## src/design/sipq_pkg.sv

```systemverilog
// Shared types and constants for the sorted-insert priority queue.
// No dependencies; used by sipq_cell and sorted_insert_priority_queue.
`default_nettype none

package sipq_pkg;

    localparam int unsigned VALUE_W = 32;
    localparam int unsigned PRIO_W  = 3;
    localparam int unsigned OCC_W   = 8;

    localparam logic [PRIO_W-1:0] MAX_PRIO = 3'd5;

    localparam logic OP_ENQUEUE = 1'b0;
    localparam logic OP_DEQUEUE = 1'b1;

    localparam logic [1:0] ST_OK        = 2'd0;
    localparam logic [1:0] ST_OVERFLOW  = 2'd1;
    localparam logic [1:0] ST_INVALID   = 2'd2;
    localparam logic [1:0] ST_UNDERFLOW = 2'd3;

    typedef struct packed {
        logic signed [VALUE_W-1:0] value;
        logic [PRIO_W-1:0]         prio;
    } entry_t;

    // Broadcast from the top level to every cell in the chain.
    typedef struct packed {
        logic   enq;       // accepted enqueue that stores an entry
        logic   deq;       // accepted dequeue that removes the front entry
        entry_t new_entry; // entry being inserted
    } cell_ctrl_t;

endpackage

`default_nettype wire

```

## src/design/sipq_cell.sv

```systemverilog
// One storage cell of the sorted-insert priority queue chain.
// Depends on sipq_pkg for the entry and control types.
`default_nettype none

module sipq_cell #(
    parameter int unsigned IDX     = 0,
    parameter int unsigned COUNT_W = 8
) (
    input  wire logic                  aclk,
    input  wire sipq_pkg::cell_ctrl_t  ctrl,
    input  wire logic [COUNT_W-1:0]    count,
    input  wire sipq_pkg::entry_t      left_entry,
    input  wire logic                  left_gt,
    input  wire sipq_pkg::entry_t      right_entry,
    output sipq_pkg::entry_t           entry,
    output logic                       gt
);

    sipq_pkg::entry_t entry_reg;
    sipq_pkg::entry_t entry_next;
    logic             occupied;
    logic             less_urgent;

    assign occupied    = count > COUNT_W'(IDX);
    assign less_urgent = entry_reg.prio > ctrl.new_entry.prio;
    assign gt          = occupied && less_urgent;

    // On insert: take the left neighbor if it moves back, else take the new
    // entry if this slot is free or less urgent, else hold. On removal: advance.
    always_comb begin
        entry_next = entry_reg;
        if (ctrl.enq) begin
            if (left_gt) begin
                entry_next = left_entry;
            end else if (!occupied || less_urgent) begin
                entry_next = ctrl.new_entry;
            end
        end else if (ctrl.deq) begin
            entry_next = right_entry;
        end
    end

    always_ff @(posedge aclk) begin
        entry_reg <= entry_next;
    end

    assign entry = entry_reg;

endmodule

`default_nettype wire

```

## config.mk

```make
export PLATFORM = sky130hd
export DESIGN_NAME = sipq_cell
export DESIGN_NICKNAME = d
export VERILOG_FILES = /design/src/design/sipq_pkg.sv /design/src/design/sipq_cell.sv
export SDC_FILE = /design/constraint.sdc
export NUM_CORES = 1
export LEC_CHECK = 0
export BUFFER_PORTS_ARGS = -buffer_cell sky130_fd_sc_hd__buf_2
export CAP_MARGIN = 40
export CORE_UTILIZATION = 35
export DETAILED_ROUTE_END_ITERATION = 8
export HOLD_SLACK_MARGIN = 0.02
export PLACE_DENSITY = 0.79
export SLEW_MARGIN = 20
export SYNTH_ARGS = -nofsm -noshare
export SYNTH_HDL_FRONTEND = slang
export SYNTH_SLANG_ARGS = --single-unit
```

## constraint.sdc

```tcl
create_clock -name aclk -period 4 [get_ports aclk]
set_input_delay 1.2 -clock aclk [delete_from_list [all_inputs] [get_ports aclk]]
set_output_delay 1.2 -clock aclk [all_outputs]
set_load 0.02 [all_outputs]
```

Word-level counts from Yosys, hierarchy flattened
Index checks and enable logic that the tools add are counted.

Bits in registers: 35. Bits in latches: 0. Bits in writable memories: 0. Bits in read-only memories: 0. Input bits: 117. Output and inout bits: 36. Word-level logic and storage cells: 14. Memories: 0.

$add $sub $neg: 0. Multipliers: 0. Div/mod/pow operators: 0. Order comparisons: 2. Eq/ne operators: 1. Shift-type cells: 0. Multiplexer cells: 4. Bitwise operators: 0. Reductions and logical operators: 5.

Operator list (count): 35-bit two-way mux (4); 8-bit by 1-bit > comparator with 1-bit output (second input constant) (1); 3-bit > comparator (1); 3-bit by 1-bit != test with 1-bit output (second input constant) (1); 2-bit AND reduction (1); 2-bit nonzero test (1); 1-bit logical AND (1); 1-bit logical NOT (1); 1-bit logical OR (1).

Logic depth before layout (Yosys ltp)
Word-level depth: 6. Mapped depth: 6. Mapped depth without buffers: 6.

Worst setup path after synthesis
No wires, ideal clock.

Path kind: input to register. Start: input ctrl[1] (netlist name). End: register entry_reg, in the netlist entry[0], enable pin. Library setup time: 0.448 ns. Data arrival time: 3.782 ns. Required time: 3.552 ns. Setup slack: -0.231 ns. Stages: 6. Buffers on the path: 0. Cell sequence: inv_1 -> ha_1 -> nor2b_1 -> o21a_1 -> o21ai_0 -> a31oi_1.

Longest elaborated chain between the ends: 4.

RTL lines: from (decl) (RTL line sipq_cell.sv:10) `input wire sipq_pkg::cell_ctrl_t ctrl,`; 3-bit > comparator (RTL line sipq_cell.sv:25) `assign less_urgent = entry_reg.prio > ctrl.new_entry.prio;`; 1-bit logical OR (RTL line sipq_cell.sv:35) `end else if (!occupied || less_urgent) begin`; 3-bit by 1-bit != test with 1-bit output (no source line); 2-bit AND reduction (no source line); to (signal assigned) (RTL line sipq_cell.sv:44) `entry_reg <= entry_next;`; to (decl) (RTL line sipq_cell.sv:19) `sipq_pkg::entry_t entry_reg;`.

No other way between the ends. A chain may end at the register's enable or synchronous reset.

Worst setup path after layout
Start: input ctrl[1] (netlist name). End: output gt.

Longest elaborated chain between the ends: 2.

RTL lines: 3-bit > comparator (RTL line sipq_cell.sv:25); 1-bit logical AND (RTL line sipq_cell.sv:26) `assign gt = occupied && less_urgent;`; to (decl) (RTL line sipq_cell.sv:16) `output logic gt`.

No other way between the ends.

==> metrics.cfg <==
[detailed_routing]
wl_per_cell_um = 12.4
drtIter0Drc = 38
routed_via_density = 4.62
postRouteAntennaNets = 0
drc = 0
first_pass_iters = 4
wl_um = 4840
vias = 1800

[die]
io_pins = 153
core_um2 = 5140
die_area_um2 = 5680
initial_core_util_pct = 36.6
fp.dieH_um = 75.4
die_width_um = 75.4
fp-row-count = 26

[global_routing]
grt_overflow = 0
grt-busiest-layer = met2
grt_pass1_wl_um = 7000
met2_usage_pct = 32.9
grt_pass1_vias = 1648
antenna_found_initial = 0
grt_use_total_pct = 16.9
grtUsageMet3_pct = 7.14
grt_start_max_net_pins = 57
grtUsageMet1_pct = 15.6

[clocking]
hold_buffers = 0
clock_path_buffers = 2
cts_tree = done
cts_setup_buffers = 0
cts.sinks = 35
numCtsBuffers = 5
clock_tree.root_cell = clkbuf_8
h-tree-depth = 2
cts_resized = 0
path_clk_slew_ns = 0.07
clk_latency_ns = 0.28

[layout]
area_delta_synth_final_pct = 48.9
fillers = 470
drive_gt1_share_pct = 51.2
mostFrequentLayoutCell = buf_2
mostFrequentLayoutCells = 152 x buf_2, 39 x nor2_1, 35 x mux2i_1, 35 x a21oi_1, 35 x edfxtp_1
layout.cells.non_filler = 390
n_antenna_cell = 0
largest_reg_flops = 35
layout.nets = 440
fin_area_um2 = 2800

[timing]
clock_skew_ns = 0.00304
fmax_ghz = 0.276
hold_violations = 0
slew_headroom_pct = 63.1
setup_viol = 0
finalCritPeriodShare_pct = 90.6
worst_slew_pin_slew_ns = 0.554
rsz0062_at_grt = false
fin_tns_setup_ns = 0
setup_slack_ns = 0.376
slew_violations = 0
fin_crit_ns = 3.62

[pwr]
p_leak_uw = 0.00138
p_per_area_nw_per_um2 = 339
power.total_uw = 951
vdd_drop_max_mv = 0.172

[worst_hold_path]
hold_end = entry[34]
hp-class = in -> reg
hp-start = right_entry[34]
hold_depth = 3

[yosys]
syn_area_per_cell_um2 = 11.1
synth_area_leaders = edfxtp_1 56%, mux2i_1 19%, a21oi_1 9.3%
yosysTopAreaCell = edfxtp_1
syn_area_um2 = 1880
synth_top_area_share_pct = 55.8
syn_nets = 289
seq_area_frac_synth_pct = 55.8
ys_seq_elements = 35
syn_inst = 169
yosysUniqueCellTypes = 17
yosysWarnings = 0

[run]
cap_violations = 0

[place]
dpl.hpwl_um = 3840
pre_cts_slack_ns = 0.387
numPortBuffers = 152
post_dp_cell_area_um2 = 2730
place_congestion = 0.821
dp.cells = 383

[critical_path]
crit_arrival_ns = 2.42
required_ns = 2.80
path_buf_inv = 3
cp_max_fo = 2
timing.rr.start = entry[1]
worst_setup_path_end_kind = output pin
r2r_setup_slack_ns = 1.71
cpLargestDelayFamily = compound AO/OA/AOI/OAI gates
cp_slowest_cell = ha_1
critical_path.cell_chain = buf_2 -> inv_1 -> ha_1 -> nor2b_1 -> o21a_1 -> o21ai_0 -> nor2_1 -> buf_2
slowest_delay_ns = 0.29
critical_path_class = in -> out
start_kind = primary input
crit_top_cell = buf_2
rr_endpoint = entry[23]
r2r_cells = 7

[run_status]
status = finished, final reports clean

-- logic make-up after synthesis --
family / count (synthesis) / share of synthesized area, %
AND/OR/NAND/NOR: 43 / 9.37
flip-flops: 35 / 55.8
multiplexers: 35 / 18.6
AO/OA/AOI/OAI: 38 / 10.3
adder cells (fa/ha/maj): 3 / 1.99
buffers and inverters: 15 / 3.92
-- worst min-delay path, delay by kind of cell --
kind,cells,cell delay [ns]
AO/OA/AOI/OAI,1,0.09
buffers and inverters,1,0.07
AND/OR/NAND/NOR,1,0.03
-- layout make-up --
cell class	instances	area, um2	share of cell area [%]
Tap cell	70	87.6	3.12
Sequential cell	35	1050	37.5
Inverter	3	11.3	0.402
Multi-Input combinational cell	119	773	27.6
Timing Repair Buffer	156	803	28.6
Clock inverter	2	8.76	0.312
Clock buffer	5	68.8	2.45
-- where the power goes --
group	switching, uW	internal (uW)	leakage (uW)
Clock	116	116	0.0000414
Combinational	145	111	0.00100
Sequential	9.15	455	0.000344
Total	270	681	0.00138
-- metal layers --
metal  vias up  part of all wire, %  wire length, um
met1       787                   35             1670
met4         0                 0.91               44
met2        89                   55             2660
li1        918                    -                -
met5         -                    0                0
met3         6                  9.4              457
-- synth_stat cells --
cell and number:
buf_2 2, ha_1 3, buf_4 2, buf_6 1, a31oi_1 1, o21a_1 1, nor2b_1 1, or4_1 1
a21oi_1 35, mux2i_1 35, inv_1 3, nor2_1 39, nand3_1 1, clkbuf_1 7, or4_4 1, edfxtp_1 35
o21ai_0 1
-- how the worst max path moves through the flow --
stage | start | endpoint | slack, ns | depth (start not counted)
final | ctrl[1] | gt | 0.38 | 8
after global routing | ctrl[1] | gt | 0.29 | 8
after CTS | ctrl[1] | gt | 0.39 | 8
after detailed placement | ctrl[1] | gt | 0.39 | 8
after global placement | ctrl[1] | gt | 0.44 | 8
after floorplan | count[4] | entry[0] | 0.54 | 4
-- metrics by stage --
step                      hold WS, ns  utilization [%]
after global routing             1.24             54.6
after detailed placement         1.24             53.0
final                            1.24             54.6
after floorplan                  1.43                -
after CTS                        1.22             54.6
after global placement           1.20             53.0
Note: power is estimated with default switching activity, not from simulation.
